$ cat src/printer_link_packet_receiver_assert.svh
// assertion macros for the printer link packet receiver
`ifndef PRINTER_LINK_PACKET_RECEIVER_ASSERT_SVH
`define PRINTER_LINK_PACKET_RECEIVER_ASSERT_SVH

// property that holds on every clock edge outside reset
`define PLPR_ASSERT(lbl, prop, msg) \
  lbl: assert property (@(posedge clk_i) disable iff (!rst_ni) (prop)) else $error(msg);

// implication whose consequent is checked in the following cycle
`define PLPR_ASSERT_NEXT(lbl, ante, cons, msg) \
  lbl: assert property (@(posedge clk_i) disable iff (!rst_ni) (ante) |=> (cons)) \
    else $error(msg);

`endif

$ cat src/plpr_pkg.sv
// ----------------------------------------------------------------------------
// plpr_pkg
// types and constants shared by the printer link packet receiver
// ----------------------------------------------------------------------------
package plpr_pkg;

  localparam int unsigned ImageBytes = 5760;
  localparam int unsigned AddrW = 13;
  localparam int unsigned GapW = 20;
  localparam int unsigned QDepth = 2;

  localparam logic [7:0] CmdInit     = 8'h01;
  localparam logic [7:0] CmdPrint    = 8'h02;
  localparam logic [7:0] CmdData     = 8'h04;
  localparam logic [7:0] CmdStatus   = 8'h0F;
  localparam logic [7:0] CmdTransfer = 8'h10;

  localparam logic [7:0] Sync1Byte = 8'h88;
  localparam logic [7:0] Sync2Byte = 8'h33;
  localparam logic [7:0] DeviceId  = 8'h81;

  localparam int unsigned StCksum    = 0;
  localparam int unsigned StPrinting = 1;
  localparam int unsigned StFull     = 2;
  localparam int unsigned StReady    = 3;
  localparam int unsigned StPktErr   = 4;

  localparam logic [1:0] RegHard     = 2'd0;
  localparam logic [1:0] RegSoft     = 2'd1;
  localparam logic [1:0] RegTransfer = 2'd2;

  typedef enum logic [3:0] {
    PH_SYNC1, PH_SYNC2, PH_CMD, PH_COMP, PH_LENL, PH_LENH,
    PH_DATA, PH_SUML, PH_SUMH, PH_ALIVE, PH_STATUS
  } phase_e;

  // classified transaction handed from front to back
  typedef struct packed {
    logic       finished;
    logic       hard_to;
    logic       soft_to;
    logic       is_zero;
    logic       is_sync1;
    logic       is_sync2;
    logic [7:0] rx_byte;
  } item_t;

  typedef struct packed {
    logic [7:0]       reply_byte;
    logic             write_enable;
    logic [AddrW-1:0] write_address;
    logic [7:0]       write_data;
    logic             data_event;
    logic             print_event;
    logic             complete_event;
    logic [7:0]       sheets;
    logic [7:0]       margins;
    logic [7:0]       palette;
    logic [7:0]       exposure;
    logic [AddrW-1:0] image_bytes;
  } result_t;

endpackage

$ cat src/plpr_front.sv
// ----------------------------------------------------------------------------
// plpr_front
// accepts transactions, compares the gap with the timeouts, feeds the queue
// ----------------------------------------------------------------------------
module plpr_front (
  input  logic                       clk_i,
  input  logic                       rst_ni,
  input  logic                       cfg_we_i,
  input  logic [1:0]                 cfg_index_i,
  input  logic [19:0]                cfg_data_i,
  input  logic                       in_valid_i,
  output logic                       in_ready_o,
  input  logic                       operation_i,
  input  logic [7:0]                 rx_byte_i,
  input  logic [plpr_pkg::GapW-1:0]  gap_us_i,
  output logic                       q_valid_o,
  input  logic                       q_ready_i,
  output plpr_pkg::item_t            q_item_o
);

  logic [19:0] hard_q, soft_q;
  plpr_pkg::item_t mem_q [plpr_pkg::QDepth];
  logic wptr_q, rptr_q;
  logic [1:0] cnt_q;
  logic push, pop;
  plpr_pkg::item_t item;

  always_ff @(posedge clk_i or negedge rst_ni) begin
    if (!rst_ni) begin
      hard_q <= 20'd125000;
      soft_q <= 20'd20000;
    end else if (cfg_we_i) begin
      if (cfg_index_i == plpr_pkg::RegHard) hard_q <= cfg_data_i;
      if (cfg_index_i == plpr_pkg::RegSoft) soft_q <= cfg_data_i;
    end
  end

  always_comb begin
    item.finished = operation_i;
    item.hard_to  = gap_us_i > hard_q;
    item.soft_to  = gap_us_i > soft_q;
    item.is_zero  = rx_byte_i == 8'h00;
    item.is_sync1 = rx_byte_i == plpr_pkg::Sync1Byte;
    item.is_sync2 = rx_byte_i == plpr_pkg::Sync2Byte;
    item.rx_byte  = rx_byte_i;
  end

  assign in_ready_o = cnt_q != 2'd2;
  assign push = in_valid_i && in_ready_o;
  assign q_valid_o = cnt_q != 2'd0;
  assign pop = q_valid_o && q_ready_i;
  assign q_item_o = mem_q[rptr_q];

  always_ff @(posedge clk_i) begin
    if (push) mem_q[wptr_q] <= item;
  end

  always_ff @(posedge clk_i or negedge rst_ni) begin
    if (!rst_ni) begin
      wptr_q <= 1'b0;
      rptr_q <= 1'b0;
      cnt_q  <= 2'd0;
    end else begin
      if (push) wptr_q <= ~wptr_q;
      if (pop) rptr_q <= ~rptr_q;
      cnt_q <= cnt_q + {1'b0, push} - {1'b0, pop};
    end
  end

endmodule

$ cat src/plpr_back.sv
// ----------------------------------------------------------------------------
// plpr_back
// packet state machine and registered result stage
// ----------------------------------------------------------------------------
module plpr_back (
  input  logic                  clk_i,
  input  logic                  rst_ni,
  input  logic                  cfg_we_i,
  input  logic [1:0]            cfg_index_i,
  input  logic [15:0]           cfg_data_i,
  input  logic                  q_valid_i,
  output logic                  q_ready_o,
  input  plpr_pkg::item_t       q_item_i,
  output logic                  out_valid_o,
  input  logic                  out_ready_i,
  output plpr_pkg::result_t     res_o
);

  localparam int unsigned AW = plpr_pkg::AddrW;

  logic [15:0] xfer_len_q;
  plpr_pkg::phase_e phase_q, phase_d;
  logic [4:0]  zrun_q, zrun_d;
  logic [7:0]  cmd_q, cmd_d;
  logic [15:0] len_q, len_d, idx_q, idx_d, sum_q, sum_d, rsum_q, rsum_d;
  logic [4:0]  st_q, st_d;
  logic        pf_q, pf_d;
  logic [AW-1:0] img_q, img_d;
  logic [7:0]  set_q [4];
  logic [7:0]  set_d [4];
  logic        ovalid_q;
  plpr_pkg::result_t res_q, res_d;
  logic        step;

  assign q_ready_o = !ovalid_q || out_ready_i;
  assign step = q_valid_i && q_ready_o;
  assign out_valid_o = ovalid_q;
  assign res_o = res_q;

  always_ff @(posedge clk_i or negedge rst_ni) begin
    if (!rst_ni) xfer_len_q <= 16'd4;
    else if (cfg_we_i && cfg_index_i == plpr_pkg::RegTransfer) xfer_len_q <= cfg_data_i;
  end

  always_comb begin
    logic [7:0]  v;
    logic [15:0] sum_add, nidx, room;
    logic [16:0] addr;
    phase_d = phase_q; zrun_d = zrun_q; cmd_d = cmd_q; len_d = len_q; idx_d = idx_q;
    sum_d = sum_q; rsum_d = rsum_q; st_d = st_q; pf_d = pf_q; img_d = img_q;
    for (int k = 0; k < 4; k++) set_d[k] = set_q[k];
    res_d = '0;
    v = q_item_i.rx_byte;
    sum_add = sum_q + {8'h00, v};
    nidx = idx_q + 16'd1;
    addr = {4'd0, img_q} + {1'b0, idx_q};
    room = 16'(plpr_pkg::ImageBytes) - {3'd0, img_q};
    if (q_item_i.finished) begin
      pf_d = 1'b1;
    end else begin
      if (q_item_i.hard_to) begin
        phase_d = plpr_pkg::PH_SYNC1; zrun_d = '0; cmd_d = '0; len_d = '0; idx_d = '0;
        sum_d = '0; rsum_d = '0; st_d = '0; pf_d = 1'b0; img_d = '0;
        for (int k = 0; k < 4; k++) set_d[k] = '0;
      end
      if (q_item_i.soft_to) phase_d = plpr_pkg::PH_SYNC1;
      // hard timeout clears sums, so recompute from cleared values
      if (q_item_i.hard_to) begin
        sum_add = {8'h00, v};
        nidx = 16'd1;
        addr = 17'd0;
        room = 16'(plpr_pkg::ImageBytes);
      end
      case (phase_d)
        plpr_pkg::PH_SYNC1: begin
          if (q_item_i.is_sync1) begin
            phase_d = plpr_pkg::PH_SYNC2; zrun_d = '0;
          end else if (q_item_i.is_zero) begin
            zrun_d = zrun_d + 5'd1;
            if (zrun_d == 5'd16) begin
              phase_d = plpr_pkg::PH_SYNC1; zrun_d = '0; cmd_d = '0; len_d = '0;
              idx_d = '0; sum_d = '0; rsum_d = '0; st_d = '0; pf_d = 1'b0; img_d = '0;
              for (int k = 0; k < 4; k++) set_d[k] = '0;
            end
          end
        end
        plpr_pkg::PH_SYNC2: begin
          if (q_item_i.is_sync2) begin
            phase_d = plpr_pkg::PH_CMD; sum_d = '0; idx_d = '0;
          end else phase_d = plpr_pkg::PH_SYNC1;
        end
        plpr_pkg::PH_CMD: begin
          cmd_d = v; sum_d = sum_add; phase_d = plpr_pkg::PH_COMP;
        end
        plpr_pkg::PH_COMP: begin
          sum_d = sum_add;
          if (!q_item_i.is_zero) st_d[plpr_pkg::StPktErr] = 1'b1;
          phase_d = plpr_pkg::PH_LENL;
        end
        plpr_pkg::PH_LENL: begin
          sum_d = sum_add; len_d = {8'h00, v}; phase_d = plpr_pkg::PH_LENH;
        end
        plpr_pkg::PH_LENH: begin
          sum_d = sum_add;
          len_d = {v, len_d[7:0]};
          if (cmd_d == plpr_pkg::CmdTransfer) len_d = xfer_len_q;
          phase_d = (len_d != 16'd0) ? plpr_pkg::PH_DATA : plpr_pkg::PH_SUML;
        end
        plpr_pkg::PH_DATA: begin
          sum_d = sum_add;
          if (idx_d < 16'd4) set_d[idx_d[1:0]] = v;
          if (cmd_d == plpr_pkg::CmdData && addr < 17'(plpr_pkg::ImageBytes)) begin
            res_d.write_enable = 1'b1;
            res_d.write_address = addr[AW-1:0];
            res_d.write_data = v;
          end
          idx_d = nidx;
          if (nidx == len_d) phase_d = plpr_pkg::PH_SUML;
        end
        plpr_pkg::PH_SUML: begin
          rsum_d = {8'h00, v}; phase_d = plpr_pkg::PH_SUMH;
        end
        plpr_pkg::PH_SUMH: begin
          rsum_d = {v, rsum_d[7:0]};
          if (rsum_d != sum_d) st_d[plpr_pkg::StCksum] = 1'b1;
          if (cmd_d == plpr_pkg::CmdTransfer) st_d[plpr_pkg::StCksum] = 1'b0;
          res_d.reply_byte = plpr_pkg::DeviceId;
          phase_d = plpr_pkg::PH_ALIVE;
        end
        plpr_pkg::PH_ALIVE: begin
          res_d.reply_byte = {3'd0, st_d};
          phase_d = plpr_pkg::PH_STATUS;
        end
        plpr_pkg::PH_STATUS: begin
          phase_d = plpr_pkg::PH_SYNC1;
          if (cmd_d == plpr_pkg::CmdInit) begin
            zrun_d = '0; cmd_d = '0; len_d = '0; rsum_d = '0; st_d = '0; pf_d = 1'b0;
            img_d = '0;
            for (int k = 0; k < 4; k++) set_d[k] = '0;
          end else if (cmd_d == plpr_pkg::CmdData) begin
            if ({3'd0, img_d} < 16'(plpr_pkg::ImageBytes))
              img_d = img_d + ((len_d <= room) ? len_d[AW-1:0] : room[AW-1:0]);
            st_d[plpr_pkg::StReady] = 1'b1;
            res_d.data_event = 1'b1;
          end else if (cmd_d == plpr_pkg::CmdPrint || cmd_d == plpr_pkg::CmdTransfer) begin
            st_d[plpr_pkg::StReady] = 1'b0;
            st_d[plpr_pkg::StPrinting] = 1'b1;
            st_d[plpr_pkg::StFull] = 1'b1;
            res_d.print_event = 1'b1;
            res_d.sheets = set_d[0]; res_d.margins = set_d[1];
            res_d.palette = set_d[2]; res_d.exposure = set_d[3];
          end else if (cmd_d == plpr_pkg::CmdStatus) begin
            st_d[plpr_pkg::StReady] = 1'b0;
            if (st_d[plpr_pkg::StPrinting] && pf_d) begin
              st_d[plpr_pkg::StPrinting] = 1'b0; pf_d = 1'b0;
              res_d.complete_event = 1'b1;
            end
          end
          idx_d = '0; sum_d = '0;
        end
        default: phase_d = plpr_pkg::PH_SYNC1;
      endcase
    end
    res_d.image_bytes = img_d;
  end

  always_ff @(posedge clk_i or negedge rst_ni) begin
    if (!rst_ni) begin
      phase_q <= plpr_pkg::PH_SYNC1; zrun_q <= '0; cmd_q <= '0; len_q <= '0;
      idx_q <= '0; sum_q <= '0; rsum_q <= '0; st_q <= '0; pf_q <= 1'b0; img_q <= '0;
      for (int k = 0; k < 4; k++) set_q[k] <= '0;
      ovalid_q <= 1'b0;
    end else begin
      if (step) begin
        phase_q <= phase_d; zrun_q <= zrun_d; cmd_q <= cmd_d; len_q <= len_d;
        idx_q <= idx_d; sum_q <= sum_d; rsum_q <= rsum_d; st_q <= st_d; pf_q <= pf_d;
        img_q <= img_d;
        for (int k = 0; k < 4; k++) set_q[k] <= set_d[k];
        ovalid_q <= 1'b1;
      end else if (out_ready_i) ovalid_q <= 1'b0;
    end
  end

  always_ff @(posedge clk_i) begin
    if (step) res_q <= res_d;
  end

endmodule

$ cat src/printer_link_packet_receiver.sv
// ----------------------------------------------------------------------------
// printer_link_packet_receiver
// printer side of a byte-serial link: deframes packets, replies, writes image
// ----------------------------------------------------------------------------
// channel | signals                          | direction
// input   | in_valid_i / in_ready_o          | byte or finished report in
// output  | out_valid_o / out_ready_i        | one result per transaction
// config  | cfg_we_i, cfg_index_i, cfg_data_i| write only, no wait
// one transaction per cycle sustained while out_ready_i is high; each passes
// the two-entry queue, then the result register. the back state machine takes
// one transaction per cycle while the result register is free or being taken.
// output stalls fill the queue, then drop in_ready_o. reset clears all but queue/result data.
module printer_link_packet_receiver (
  input  logic                        clk_i,
  input  logic                        rst_ni,
  input  logic                        cfg_we_i,
  input  logic [1:0]                  cfg_index_i,
  input  logic [19:0]                 cfg_data_i,
  input  logic                        in_valid_i,
  output logic                        in_ready_o,
  input  logic                        operation_i,
  input  logic [7:0]                  rx_byte_i,
  input  logic [19:0]                 gap_us_i,
  output logic                        out_valid_o,
  input  logic                        out_ready_i,
  output logic [7:0]                  reply_byte_o,
  output logic                        write_enable_o,
  output logic [plpr_pkg::AddrW-1:0]  write_address_o,
  output logic [7:0]                  write_data_o,
  output logic                        data_event_o,
  output logic                        print_event_o,
  output logic                        complete_event_o,
  output logic [7:0]                  sheets_o,
  output logic [7:0]                  margins_o,
  output logic [7:0]                  palette_o,
  output logic [7:0]                  exposure_o,
  output logic [plpr_pkg::AddrW-1:0]  image_bytes_o
);

  logic q_valid, q_ready;
  plpr_pkg::item_t q_item;
  plpr_pkg::result_t res;

  plpr_front u_front (
    .clk_i, .rst_ni, .cfg_we_i, .cfg_index_i, .cfg_data_i,
    .in_valid_i, .in_ready_o, .operation_i, .rx_byte_i, .gap_us_i,
    .q_valid_o(q_valid), .q_ready_i(q_ready), .q_item_o(q_item)
  );

  plpr_back u_back (
    .clk_i, .rst_ni, .cfg_we_i, .cfg_index_i, .cfg_data_i(cfg_data_i[15:0]),
    .q_valid_i(q_valid), .q_ready_o(q_ready), .q_item_i(q_item),
    .out_valid_o, .out_ready_i, .res_o(res)
  );

  assign reply_byte_o     = res.reply_byte;
  assign write_enable_o   = res.write_enable;
  assign write_address_o  = res.write_address;
  assign write_data_o     = res.write_data;
  assign data_event_o     = res.data_event;
  assign print_event_o    = res.print_event;
  assign complete_event_o = res.complete_event;
  assign sheets_o         = res.sheets;
  assign margins_o        = res.margins;
  assign palette_o        = res.palette;
  assign exposure_o       = res.exposure;
  assign image_bytes_o    = res.image_bytes;

`include "printer_link_packet_receiver_assert.svh"

  // results are never overwritten while stalled
  `PLPR_ASSERT_NEXT(a_hold, out_valid_o && !out_ready_i, out_valid_o && $stable(reply_byte_o), "result lost under stall")
  // at most one event per result
  `PLPR_ASSERT(a_events, !out_valid_o || $onehot0({data_event_o, print_event_o, complete_event_o}), "several events at once")
  // image writes stay inside the buffer
  `PLPR_ASSERT(a_addr, !(out_valid_o && write_enable_o) || write_address_o < plpr_pkg::AddrW'(plpr_pkg::ImageBytes), "write beyond buffer")

endmodule
$ cat config.mk
export PLATFORM = sky130hd
export DESIGN_NAME = printer_link_packet_receiver
export DESIGN_NICKNAME = d
export VERILOG_FILES = /design/src/plpr_pkg.sv /design/src/plpr_front.sv /design/src/plpr_back.sv /design/src/printer_link_packet_receiver.sv
export VERILOG_INCLUDE_DIRS = /design/src /design/src/src
export SDC_FILE = /design/constraint.sdc
export NUM_CORES = 1
export LEC_CHECK = 0
export BUFFER_PORTS_ARGS = -buffer_cell sky130_fd_sc_hd__buf_2
export CAP_MARGIN = 10
export CORE_MARGIN = 3
export CORE_UTILIZATION = 55
export CTS_CLUSTER_DIAMETER = 50
export CTS_CLUSTER_SIZE = 25
export DETAILED_ROUTE_END_ITERATION = 7
export PLACE_DENSITY = 0.77
export REMOVE_ABC_BUFFERS = 1
export SKIP_CTS_REPAIR_TIMING = 1
export SKIP_LAST_GASP = 1
export SYNTH_ARGS = -nofsm -noshare
export SYNTH_HDL_FRONTEND = slang
export SYNTH_HIERARCHICAL = 1
export SYNTH_SLANG_ARGS = --single-unit
$ cat constraint.sdc
create_clock -name clk_i -period 6.9 [get_ports clk_i]
set_clock_uncertainty 0.15 [all_clocks]
set_input_delay 1.38 -clock clk_i [delete_from_list [all_inputs] [get_ports clk_i]]
set_output_delay 1.38 -clock clk_i [all_outputs]
set_load 0.01 [all_outputs]
==> impl_metrics.ini <==
[setup_path]
worst_path_most_repeated_cell = a21oi_1
required_ns = 7.18
critical_path.top_delay_family = compound AO/OA/AOI/OAI gates
crit_path_end_kind = flop
max_stage_delay_ns = 0.49
path_cells = nor3_1, nor3b_2, nand2_1, a21oi_1, nor2_1, xnor2_1, nand2_1, ha_1, a21oi_1, o21ai_0, a21oi_1, or3b_2, nand2_1, mux2i_1, ha_1, fa_1, a211oi_2, o21bai_1, o311a_1, a311oi_2, a21oi_1, xor2_1, mux2_2, a22oi_1
path_buf_inv = 0
cp.depth = 24
critPathSlowestCell = dfrtp_1
reg2reg_depth = 24
crit_type = flop to flop
crit_arrival_ns = 6.65
crit_fanout = 8
cp-start-kind = flop

[global_route]
grtUsageTotal_pct = 26.15
grt_max_degree = 162
met1_usage_pct = 36.03
met3_usage_pct = 5.146
gr-max-usage-layer = met2
grtUsageMet2_pct = 41.70
grt_pass1_wl_um = 66870
grt_pass1_vias = 12690
grt_overflow = 0
antenna_found_initial = 3

[sta]
setup_viol = 0
max_freq_ghz = 0.1570
hold_violations = 0
worstMarginPinSlew_ns = 1.229
fin_crit_ns = 6.368
finalMaxSlewViolations = 0
max_slew_margin_pct = 17.49
setup_tns_ns = 0
finalCritPeriodShare_pct = 92.29
rsz0062_at_grt = no

[layout]
fin_util_pct = 63.86
drive_gt1_share_pct = 18.18
final_common_cell = dfrtp_1
stdcell_count = 2128
syn_to_final_growth_pct = 12.92
fin_nets = 1873
layout_common_cells = dfrtp_1, buf_2, nand2_1
diodes = 0
fill_cells = 2366

[floorplan]
core_area_um2 = 29170
dieArea_um2 = 32110
fp.dieW_um = 179.2
rows = 62
fp.dieH_um = 179.2
io_pins = 136
start_util_pct = 56.55

[synthesis]
synth-async-reset-ratio_pct = 64.01
seq_area_frac_synth_pct = 47.09
synth_edf_count = 104
synthDistinctLibCells = 93
synth_flop_cell = dfrtp_1
synth_area_per_cell_um2 = 10.21
yosys_warnings = 6
mappedNetlistArea_um2 = 16500
ys_ff_latch = 289
syn_inst = 1615

[min_path]
whs_path_depth = 1
hold_class = flop to flop

[clocking]
clk_path_buf_depth = 3
clk_latency_ns = 0.60
cts_tree = done
cts-buffers-inserted = 31
cts_max_level = 1
clkTransAtPathRegs_ns = 0.07
cts_root_buffer = clkbuf_16
clkSinkCount = 289

[routing]
drc_errors = 0
avgViaCountPerCell = 6.125
routedWlPerCell_um = 19.69
drt-total-wl_um = 41900
dr.pass1.iters = 7
drt_iter0_drc = 1192
vias = 13040
postRouteAntennaNets = 0

[power_and_ir_drop]
leakagePower_nw = 8.215
power_density_nw_per_um2 = 331.7
peakVddDrop_mv = 0.2129

[place]
numPortBuffers = 133
dpl.cell_count = 2069
dp_hpwl_um = 29450
place_congestion = 0.9286

[flow_run]
maxCapViolCount = 0

[status]
outcome = finished clean
[registers in the layout, summed over array words and instances, names as in the netlist, 4 cells and up]
signal and count:
u_back/cmd_q 8, u_back/idx_q 16, u_back/img_q 13, u_back/len_q 16, u_back/phase_q 4, u_back/res_o 76
u_back/rsum_q 8, u_back/set_q 32, u_back/st_q 5, u_back/sum_q 16, u_back/xfer_len_q 16, u_back/zrun_q 5
u_front/hard_q 20, u_front/mem_q 28, u_front/soft_q 20
[per-layer routing]
metal | wire length, um | part of all wire (%) | vias up
met5 | 34 | 0.081 | -
met4 | 1393 | 3.3 | 6
met3 | 3729 | 8.9 | 99
met2 | 18800 | 45 | 575
met1 | 17940 | 43 | 6222
li1 | - | - | 6133
[worst register-to-register path, cell delays in order (launching register included)]
cell and delay (ns):
dfrtp_1 0.49, nor3_1 0.30, nor3b_2 0.29, nand2_1 0.15, a21oi_1 0.26, nor2_1 0.13, xnor2_1 0.16, nand2_1 0.09
ha_1 0.33, a21oi_1 0.12, o21ai_0 0.14, a21oi_1 0.16, or3b_2 0.47, nand2_1 0.23, mux2i_1 0.13, ha_1 0.24
fa_1 0.44, a211oi_2 0.24, o21bai_1 0.14, o311a_1 0.35, a311oi_2 0.34, a21oi_1 0.17, xor2_1 0.20, mux2_2 0.36
a22oi_1 0.15
[cells in the mapped netlist (all sizes together), types with 7 or more instances]
| master | instances | area share (%) |
|---|---|---|
| dfrtp | 172 | 26 |
| nand2 | 133 | 3.0 |
| o21ai | 118 | 3.6 |
| edfxtp | 104 | 19 |
| nor2 | 102 | 2.4 |
| ha | 95 | 7.2 |
| a21oi | 89 | 2.7 |
| inv | 76 | 1.7 |
| a22o | 55 | 2.9 |
| mux2 | 53 | 3.6 |
| clkbuf | 52 | 1.2 |
| xnor2 | 45 | 2.4 |
| and2 | 41 | 1.6 |
| nor2b | 37 | 1.4 |
| nand3 | 33 | 1.0 |
| and3 | 31 | 1.2 |
| nor3 | 29 | 0.91 |
| nand4 | 28 | 1.1 |
| buf | 27 | 0.91 |
| nor4 | 22 | 0.99 |
| a21o | 21 | 0.96 |
| xor2 | 21 | 1.1 |
| o2bb2ai | 19 | 1.0 |
| a31oi | 18 | 0.68 |
| a22oi | 16 | 0.73 |
| mux2i | 16 | 0.97 |
| nand2b | 14 | 0.53 |
| dfstp | 13 | 2.1 |
| o22ai | 12 | 0.46 |
| or3 | 11 | 0.42 |
| a211oi | 8 | 0.39 |
| o211ai | 8 | 0.36 |
| o31ai | 8 | 0.36 |
| o21bai | 7 | 0.32 |
| or4 | 7 | 0.36 |
[where the power goes]
group          switching, mW  leakage, nW  internal, mW
Sequential             0.183         3.45          2.15
Clock                  0.886        0.564         0.945
Combinational           1.33         4.20         0.682
Total                   2.40         8.22          3.78
[final cells by class]
class | instances | area (um^2) | share of cell area [%]
multi-input cells | 1171 | 8109 | 43.53
clock inverters | 26 | 364.1 | 1.955
inverters | 77 | 289.0 | 1.552
clock buffers | 32 | 800.8 | 4.299
well taps | 384 | 480.5 | 2.579
flip-flops and latches | 289 | 7769 | 41.71
repair buffers | 149 | 814.5 | 4.373
[worst paths after layout]
path	to	start	slack (ns)
max	u_back/res_o[12]$_DFFE_PP_	u_back/img_q[2]$_DFFE_PN0P_	0.53
min	u_back/len_q[8]$_DFFE_PN0P_	u_back/len_q[8]$_DFFE_PN0P_	0.35
max reg2reg	u_back/res_o[12]$_DFFE_PP_	u_back/img_q[2]$_DFFE_PN0P_	0.53
min reg2reg	u_back/len_q[8]$_DFFE_PN0P_	u_back/len_q[8]$_DFFE_PN0P_	0.35
max in group asynchronous	u_back/img_q[10]$_DFFE_PN0P_	rst_ni	4.98
min in group asynchronous	u_front/hard_q[1]$_DFFE_PN0P_	rst_ni	0.49
[metrics by stage]
| step | total power [mW] | instance area (um^2) | setup WS [ns] | hold slack [ns] |
|---|---|---|---|---|
| after global routing | 6.519 | 18630 | 0.09368 | 0.3605 |
| after detailed placement | 4.333 | 17450 | 0.4425 | 0.3269 |
| after floorplan | 3.603 | 16150 | 0.1943 | 0.3061 |
| final | 6.179 | 18630 | 0.5320 | 0.3490 |
| after CTS | 6.186 | 18620 | 0.3936 | 0.3514 |
| after global placement | 4.276 | 17450 | 0.5830 | 0.3248 |
[cells by family (layout without fill, tap and decap cells)]
family	count (synthesis)	count (layout)	synth area share, %
simple gates	517	517	16.43
compound gates	419	419	16.94
flops	289	289	47.10
buf+inv	156	284	3.853
fa+ha+maj	98	98	7.570
mux	69	69	4.589
xor+xnor	66	66	3.504
other cells	1	2	0.02273
(Power assumes the default switching activity.)
